## config.mk

```make
export PLATFORM = sky130hd
export DESIGN_NAME = script_token_lexer
export DESIGN_NICKNAME = d
export VERILOG_FILES = /design/src/sv/stl_pkg.sv /design/src/sv/script_token_lexer.sv
export SDC_FILE = /design/constraint.sdc
export NUM_CORES = 1
export LEC_CHECK = 0
export BUFFER_PORTS_ARGS = -buffer_cell sky130_fd_sc_hd__buf_2
export CAP_MARGIN = 20
export CORE_UTILIZATION = 23
export DETAILED_ROUTE_END_ITERATION = 12
export SLEW_MARGIN = 20
export SYNTH_ARGS = -nofsm -noshare
export SYNTH_HDL_FRONTEND = slang
export SYNTH_SLANG_ARGS = --single-unit
```

## constraint.sdc

```tcl
create_clock -name clk -period 4.58 [get_ports clk]
set_clock_uncertainty 0.05 [all_clocks]
set_input_delay 0.229 -clock clk [delete_from_list [all_inputs] [get_ports clk]]
set_output_delay 0.229 -clock clk [all_outputs]
set_load 0.01 [all_outputs]
```

## src/sv/stl_pkg.sv

```systemverilog
package stl_pkg;

	// Token kind codes carried in the low nibble of a result beat.
	localparam logic [3:0] KIND_NUM     = 4'd0;
	localparam logic [3:0] KIND_COLON   = 4'd1;
	localparam logic [3:0] KIND_COMMA   = 4'd2;
	localparam logic [3:0] KIND_LPAREN  = 4'd3;
	localparam logic [3:0] KIND_RPAREN  = 4'd4;
	localparam logic [3:0] KIND_LBRACE  = 4'd5;
	localparam logic [3:0] KIND_RBRACE  = 4'd6;
	localparam logic [3:0] KIND_FUNC    = 4'd7;
	localparam logic [3:0] KIND_INT64   = 4'd8;
	localparam logic [3:0] KIND_RET     = 4'd9;
	localparam logic [3:0] KIND_IDENT   = 4'd10;
	localparam logic [3:0] KIND_END     = 4'd11;
	localparam logic [3:0] KIND_UNKNOWN = 4'd12;

	// Scan mode codes.
	localparam logic [1:0] MODE_IDLE  = 2'd0;
	localparam logic [1:0] MODE_NUM   = 2'd1;
	localparam logic [1:0] MODE_IDENT = 2'd2;

	// Input op codes.
	localparam logic OP_BYTE = 1'b0;
	localparam logic OP_EOS  = 1'b1;

	// Number of keywords and the width of the candidate mask.
	localparam int NUM_KW = 3;

	// One result token as held in the output buffer.
	typedef struct packed {
		logic [3:0]  kind;
		logic [15:0] start;
		logic [15:0] length;
		logic [7:0]  bad;
		logic        last;
	} token_t;

	function automatic logic is_digit(input logic [7:0] c);
		return (c >= "0") && (c <= "9");
	endfunction

	function automatic logic is_alpha(input logic [7:0] c);
		return ((c >= "a") && (c <= "z")) || ((c >= "A") && (c <= "Z"));
	endfunction

	function automatic logic is_space(input logic [7:0] c);
		return (c == " ") || ((c >= 8'd9) && (c <= 8'd13));
	endfunction

	// Keyword lengths: func, Int64, ret.
	function automatic logic [2:0] kw_len(input logic [1:0] k);
		logic [2:0] n;
		unique case (k)
			2'd0: n = 3'd4;
			2'd1: n = 3'd5;
			2'd2: n = 3'd3;
			default: n = 3'd0;
		endcase
		return n;
	endfunction

	// Keyword kinds in the same order.
	function automatic logic [3:0] kw_kind(input logic [1:0] k);
		logic [3:0] n;
		unique case (k)
			2'd0: n = KIND_FUNC;
			2'd1: n = KIND_INT64;
			2'd2: n = KIND_RET;
			default: n = KIND_IDENT;
		endcase
		return n;
	endfunction

	// Character i of keyword k; zero past its end.
	function automatic logic [7:0] kw_char(input logic [1:0] k, input logic [2:0] i);
		logic [7:0] c;
		unique case ({k, i})
			{2'd0, 3'd0}: c = "f";
			{2'd0, 3'd1}: c = "u";
			{2'd0, 3'd2}: c = "n";
			{2'd0, 3'd3}: c = "c";
			{2'd1, 3'd0}: c = "I";
			{2'd1, 3'd1}: c = "n";
			{2'd1, 3'd2}: c = "t";
			{2'd1, 3'd3}: c = "6";
			{2'd1, 3'd4}: c = "4";
			{2'd2, 3'd0}: c = "r";
			{2'd2, 3'd1}: c = "e";
			{2'd2, 3'd2}: c = "t";
			default: c = 8'h00;
		endcase
		return c;
	endfunction

endpackage

```

## src/sv/script_token_lexer.sv

```systemverilog
// Channel   Direction  tdata                                   tuser  tlast
// s_*       in         ch[7:0]                                 op     -
// m_*       out        kind, start, length, bad_char (48 bits) -      last_of_run
//
// One source byte is taken per cycle while the buffer has room. The scan state is updated in that cycle,
// and the results sit in a two-entry output buffer, on m_* from the cycle after acceptance.
// A punctuation or unknown byte that ends a pending token, or end of source with a token
// pending, gives two result beats and holds the input while the buffer drains. Every other
// byte allows one byte per cycle while m_tready is high. arst_n clears the scan state and
// empties the buffer. The input is accepted while the buffer is empty or its last beat leaves.
module script_token_lexer #(
	parameter int POS_WIDTH = 16
) (
	input  logic        clk,
	input  logic        arst_n,
	input  logic        s_tvalid,
	output logic        s_tready,
	input  logic [7:0]  s_tdata,   // [7:0] ch
	input  logic        s_tuser,   // [0] op
	output logic        m_tvalid,
	input  logic        m_tready,
	// [3:0] token_kind, [19:4] token_start, [35:20] token_length,
	// [43:36] bad_char, [47:44] zero
	output logic [47:0] m_tdata,
	output logic        m_tlast
);

	localparam logic [POS_WIDTH-1:0] POS_MAX = {POS_WIDTH{1'b1}};

	// Scan state.
	logic [1:0]           mode_q;
	logic [POS_WIDTH-1:0] pos_q;
	logic [POS_WIDTH-1:0] begin_q;
	logic [2:0]           hits_q;

	// Output buffer: slot 0 is on the bus.
	stl_pkg::token_t      buf_q [2];
	logic [1:0]           cnt_q;

	logic                 in_fire;
	logic                 out_fire;

	logic [1:0]           mode_d;
	logic [POS_WIDTH-1:0] pos_d;
	logic [POS_WIDTH-1:0] begin_d;
	logic [2:0]           hits_d;
	stl_pkg::token_t      res [2];
	logic [1:0]           res_n;

	logic                 pending;
	logic [POS_WIDTH-1:0] tok_len;
	logic [POS_WIDTH-1:0] pos_adv;
	logic [3:0]           flush_kind;
	stl_pkg::token_t      flush_tok;
	stl_pkg::token_t      byte_tok;
	logic                 byte_tok_v;
	logic [2:0]           hits_cont;
	logic [2:0]           hits_first;

	function automatic logic [15:0] low16(input logic [POS_WIDTH-1:0] v);
		logic [POS_WIDTH+15:0] e;
		e = {16'h0000, v};
		return e[15:0];
	endfunction

	function automatic logic [POS_WIDTH-1:0] widen3(input logic [2:0] v);
		logic [POS_WIDTH+2:0] e;
		e = {{POS_WIDTH{1'b0}}, v};
		return e[POS_WIDTH-1:0];
	endfunction

	assign in_fire  = s_tvalid && s_tready;
	assign out_fire = m_tvalid && m_tready;
	assign s_tready = (cnt_q == 2'd0) || ((cnt_q == 2'd1) && m_tready);

	// Shared terms: pending token, its length, saturated advance, keyword masks.
	always_comb begin
		pending = (mode_q == stl_pkg::MODE_NUM) || (mode_q == stl_pkg::MODE_IDENT);
		tok_len = pos_q - begin_q;
		pos_adv = (pos_q != POS_MAX) ? pos_q + 1'b1 : pos_q;

		flush_kind = (mode_q == stl_pkg::MODE_NUM) ? stl_pkg::KIND_NUM : stl_pkg::KIND_IDENT;
		if (mode_q == stl_pkg::MODE_IDENT) begin
			for (int k = 0; k < stl_pkg::NUM_KW; k++) begin
				if (hits_q[k] && (tok_len == widen3(stl_pkg::kw_len(2'(k))))) begin
					flush_kind = stl_pkg::kw_kind(2'(k));
				end
			end
		end
		flush_tok.kind   = flush_kind;
		flush_tok.start  = low16(begin_q);
		flush_tok.length = low16(tok_len);
		flush_tok.bad    = 8'h00;
		flush_tok.last   = 1'b0;

		hits_cont  = '0;
		hits_first = '0;
		for (int k = 0; k < stl_pkg::NUM_KW; k++) begin
			if (hits_q[k] && (pos_q != POS_MAX) &&
			    (tok_len < widen3(stl_pkg::kw_len(2'(k)))) &&
			    (stl_pkg::kw_char(2'(k), tok_len[2:0]) == s_tdata)) begin
				hits_cont[k] = 1'b1;
			end
			if (stl_pkg::kw_char(2'(k), 3'd0) == s_tdata) begin
				hits_first[k] = 1'b1;
			end
		end
	end

	// Single-byte punctuation and unknown bytes.
	always_comb begin
		byte_tok.start  = low16(pos_q);
		byte_tok.length = 16'd1;
		byte_tok.bad    = 8'h00;
		byte_tok.last   = 1'b0;
		unique case (s_tdata)
			":": byte_tok.kind = stl_pkg::KIND_COLON;
			",": byte_tok.kind = stl_pkg::KIND_COMMA;
			"(": byte_tok.kind = stl_pkg::KIND_LPAREN;
			")": byte_tok.kind = stl_pkg::KIND_RPAREN;
			"{": byte_tok.kind = stl_pkg::KIND_LBRACE;
			"}": byte_tok.kind = stl_pkg::KIND_RBRACE;
			default: begin
				byte_tok.kind = stl_pkg::KIND_UNKNOWN;
				byte_tok.bad  = s_tdata;
			end
		endcase
		byte_tok_v = !stl_pkg::is_space(s_tdata) && !stl_pkg::is_digit(s_tdata) &&
		             !stl_pkg::is_alpha(s_tdata);
	end

	// Next scan state and the results of the current beat.
	always_comb begin
		mode_d  = mode_q;
		pos_d   = pos_q;
		begin_d = begin_q;
		hits_d  = hits_q;
		res[0]  = flush_tok;
		res[1]  = byte_tok;
		res_n   = 2'd0;

		if (s_tuser == stl_pkg::OP_EOS) begin
			// End of source: flush, emit END, return to reset state.
			res[1].kind   = stl_pkg::KIND_END;
			res[1].start  = low16(pos_q);
			res[1].length = 16'd0;
			res[1].bad    = 8'h00;
			if (pending) begin
				res_n = 2'd2;
			end else begin
				res[0] = res[1];
				res_n  = 2'd1;
			end
			mode_d  = stl_pkg::MODE_IDLE;
			pos_d   = '0;
			begin_d = '0;
			hits_d  = '0;
		end else if ((mode_q == stl_pkg::MODE_NUM) && stl_pkg::is_digit(s_tdata)) begin
			pos_d = pos_adv;
		end else if ((mode_q == stl_pkg::MODE_IDENT) &&
		             (stl_pkg::is_alpha(s_tdata) || stl_pkg::is_digit(s_tdata))) begin
			hits_d = hits_cont;
			pos_d  = pos_adv;
		end else begin
			// The byte ends any pending token, then starts fresh.
			pos_d  = pos_adv;
			hits_d = '0;
			mode_d = stl_pkg::MODE_IDLE;
			if (stl_pkg::is_digit(s_tdata)) begin
				mode_d  = stl_pkg::MODE_NUM;
				begin_d = pos_q;
			end else if (stl_pkg::is_alpha(s_tdata)) begin
				mode_d  = stl_pkg::MODE_IDENT;
				begin_d = pos_q;
				hits_d  = hits_first;
			end
			if (pending && byte_tok_v) begin
				res_n = 2'd2;
			end else if (pending) begin
				res_n = 2'd1;
			end else if (byte_tok_v) begin
				res[0] = byte_tok;
				res_n  = 2'd1;
			end
		end

		// Mark the final beat of this item.
		if (res_n == 2'd2) begin
			res[1].last = 1'b1;
		end else begin
			res[0].last = 1'b1;
		end
	end

	// Scan state and buffer fill count.
	always_ff @(posedge clk or negedge arst_n) begin
		if (!arst_n) begin
			mode_q  <= stl_pkg::MODE_IDLE;
			pos_q   <= '0;
			begin_q <= '0;
			hits_q  <= '0;
			cnt_q   <= 2'd0;
		end else begin
			if (in_fire) begin
				mode_q  <= mode_d;
				pos_q   <= pos_d;
				begin_q <= begin_d;
				hits_q  <= hits_d;
				cnt_q   <= res_n;
			end else if (out_fire) begin
				cnt_q   <= cnt_q - 2'd1;
			end
		end
	end

	// Buffer payload: load on a new beat, shift on a pop.
	always_ff @(posedge clk) begin
		if (in_fire) begin
			buf_q[0] <= res[0];
			buf_q[1] <= res[1];
		end else if (out_fire) begin
			buf_q[0] <= buf_q[1];
		end
	end

	assign m_tvalid = (cnt_q != 2'd0);
	assign m_tdata  = {4'h0, buf_q[0].bad, buf_q[0].length, buf_q[0].start, buf_q[0].kind};
	assign m_tlast  = buf_q[0].last;

endmodule

```

==> results.sh <==
export IMPL_cp_arrival_ps=3510
export IMPL_synthCells=663
export IMPL_synth_top_area_frac=0.341
export IMPL_first_iter_violations=342
export IMPL_combPwrFrac=0.458
export IMPL_path_max_fanout=8
export IMPL_crit_path_end="buf_q[0][44]$_DFFE_PP_"
export IMPL_ys_types=76
export IMPL_p_int_mw=3.15
export IMPL_r2r_end="buf_q[0][44]$_DFFE_PP_"
export IMPL_clk_path_buf_depth=2
export IMPL_r2r_slack_ps=1180
export IMPL_layout_drive_gt1_share=0.161
export IMPL_setup_violations_final=0
export IMPL_area_growth_pct=18.3
export IMPL_period_share=0.742
export IMPL_reg2regPathDepth=12
export IMPL_maxCapViolCount=0
export IMPL_grt_pass1_vias=4844
export IMPL_pwr_share_clk=0.235
export IMPL_dp_cells=1067
export IMPL_final_cells=1102
export IMPL_path_cells="inv_1 -> ha_1 -> inv_1 -> fa_1 -> a21o_1 -> a221oi_4 -> xor2_1 -> o2111ai_1 -> nor4b_2 -> and4_4 -> nand3b_4 -> a21bo_1"
export IMPL_grt_overflow_total=0
export IMPL_fin_tns_setup_ps=0
export IMPL_maxSlewViolCount=0
export IMPL_critical_path_class="reg2reg"
export IMPL_cts_num_sinks=114
export IMPL_grt_pass1_wl_um=27000
export IMPL_ys_async_sr_fraction=0.342
export IMPL_synth_area_leader_cell="edfxtp_1"
export IMPL_finalHoldViolCount=0
export IMPL_slowest_delay_ps=460
export IMPL_fp_dieArea_um2=29400
export IMPL_grt_max_degree=40
export IMPL_placed_cell_area_um2=7230
export IMPL_synth_edf_count=75
export IMPL_power_frac_seq=0.307
export IMPL_max_vdd_ir_drop_v=0.000262
export IMPL_place_hpwl_um=11700
export IMPL_final_area_um2=7810
export IMPL_die_y_um=171
export IMPL_routed_wl_um=16900
export IMPL_ys_warn_count=0
export IMPL_routabilityCongestion=0.864
export IMPL_yosysSeqAreaShare=0.489
export IMPL_status="completed"
export IMPL_setup_slack_ps=1180
export IMPL_worstSetupStartpointType="flop"
export IMPL_synth_cells_most_frequent="75 x edfxtp_1, 62 x nand2_1, 55 x nor2_1, 55 x o21ai_0"
export IMPL_synth_area_um2=6600
export IMPL_pin_count=64
export IMPL_cts_tree="built"
export IMPL_yosysMostFrequentCell="edfxtp_1"
export IMPL_synth_avg_cell_area_um2=9.96
export IMPL_rsz0062_at_grt="no"
export IMPL_clock_latency_ps=420
export IMPL_worst_setup_path_end_kind="flop"
export IMPL_htree_num_levels=4
export IMPL_fin_util=0.279
export IMPL_numCtsBuffers=17
export IMPL_crit_required_ps=4700
export IMPL_cpMostUsedCell="inv_1"
export IMPL_synthFlopType="edfxtp_1"
export IMPL_cts_resized=0
export IMPL_ys_ff_latch=114
export IMPL_switching_power_mw=2.16
export IMPL_power_mw=5.31
export IMPL_leakagePower_nw=3.05
export IMPL_vias_per_cell=4.67
export IMPL_worstMarginPinSlew_ps=1090
export IMPL_crit_start="pos_q[0]$_DFFE_PN0P_"
export IMPL_wl_per_cell_um=15.3
export IMPL_rr_startpoint="pos_q[0]$_DFFE_PN0P_"
export IMPL_dr_pass1_iters=7
export IMPL_hold_ws_ps=185
export IMPL_multi_input_area_um2=3070
export IMPL_fp_dieW_um=171
export IMPL_grt_antenna_before_repair=2
export IMPL_cts_clk_slew_worst_paths_ps=60
export IMPL_portBuffers=59
export IMPL_num_nets_final=745
export IMPL_rows=61
export IMPL_powerDensity_nw_per_um2=680
export IMPL_finalCriticalPeriod_ps=3400
export IMPL_drc_errors=0
export IMPL_dp_worst_setup_slack_ps=1230
export IMPL_track_usage=0.121
export IMPL_fillers=2950
export IMPL_swShare=0.407
export IMPL_core_area_um2=28000
export IMPL_final_antenna_net_count=0
export IMPL_start_util=0.236
export IMPL_holdCritPathClass="in2reg"
export IMPL_slew_headroom=0.269
export IMPL_root_buffer="clkbuf_16"
export IMPL_fmax_mhz=294
export IMPL_synthTopCellsByArea="edfxtp_1 34%, dfrtp_1 15%, ha_1 4.2%"
export IMPL_vias=5148
export IMPL_cp_slowest_cell="dfrtp_1"
export IMPL_seq_area_um2=3230
## sequential cells by signal (all words and copies together) (netlist names)
| name | count |
|---|---|
| begin_q | 16 |
| hits_q | 3 |
| pos_q | 16 |
| buf_q | 75 |
| cnt_q | 2 |
| mode_q | 2 |
## cell type report
cell class                      count  share of cell area
Tap cell                          378              0.0606
Multi-Input combinational cell    477               0.393
Inverter                           34              0.0163
Sequential cell                   114               0.413
Clock buffer                       17              0.0545
Antenna cell                        2            0.000641
Timing Repair Buffer               65              0.0439
Clock inverter                     15              0.0173
## cell usage in the layout, fill, tap and decap left out, drive strengths merged, types with 13 or more instances in the layout
master,instances
mux2i,17
and3,13
clkbuf,17
xnor2,13
inv,36
o21ai,61
nor3,16
xor2,15
edfxtp,75
nand2,62
ha,22
a21oi,40
nand3,33
dfrtp,39
buf,64
nor2,57
## worst min-delay path by stage
stage	depth (start not counted)	startpoint	to	slack [ps]
2_1_floorplan	0	arst_n	begin_q[0]$_DFFE_PN0P_	-120
3_3_place_gp	1	arst_n	begin_q[12]$_DFFE_PN0P_	380
3_5_place_dp	1	arst_n	begin_q[12]$_DFFE_PN0P_	380
4_1_cts	2	s_tdata[7]	buf_q[0][8]$_DFFE_PP_	170
5_1_grt	2	s_tdata[7]	buf_q[0][8]$_DFFE_PP_	190
6_report	2	s_tdata[7]	buf_q[0][8]$_DFFE_PP_	180
## power by group through the flow
| stage | combinational [mW] | clock, mW | sequential, mW |
|---|---|---|---|
| 2_1_floorplan | 1.66 | 0 | 1.73 |
| 3_3_place_gp | 2.41 | 0 | 1.65 |
| 3_5_place_dp | 2.43 | 0 | 1.65 |
| 4_1_cts | 2.44 | 1.27 | 1.64 |
| 5_1_grt | 2.70 | 1.31 | 1.67 |
| 6_report | 2.43 | 1.25 | 1.63 |
## logic make-up after synthesis
family | count (synthesis) | share of synthesized area
AO/OA/AOI/OAI | 166 | 0.163
XOR/XNOR | 28 | 0.0372
adder cells (fa/ha/maj) | 23 | 0.0447
buffers and inverters | 75 | 0.0489
flip-flops | 114 | 0.489
multiplexers | 17 | 0.0258
other | 1 | 0.000568
AND/OR/NAND/NOR | 239 | 0.191
## worst max-delay path: cells and delay by family, from the launching register on
family,cells,cell delay (ps)
AOI/OAI and AO/OA,4,900
and+or+nand+nor,3,690
adders and majority gates,2,590
DFF,1,460
xor gates and xnor gates,1,260
buffers and inverters,2,200
## metal layers
metal	up-vias	global-route usage	wire, um
met4	0	0.0396	220
met1	2454	0.162	7950
met5	-	0	0
met2	153	0.188	7560
met3	19	0.0315	1180
li1	2522	-	-
## repair_timing
action	4_1_cts	5_1_grt
hold buffers	1	0
endpoints found under the hold margin	39	0
buffers inserted	0	0
Power figures use the tool's default switching activity.
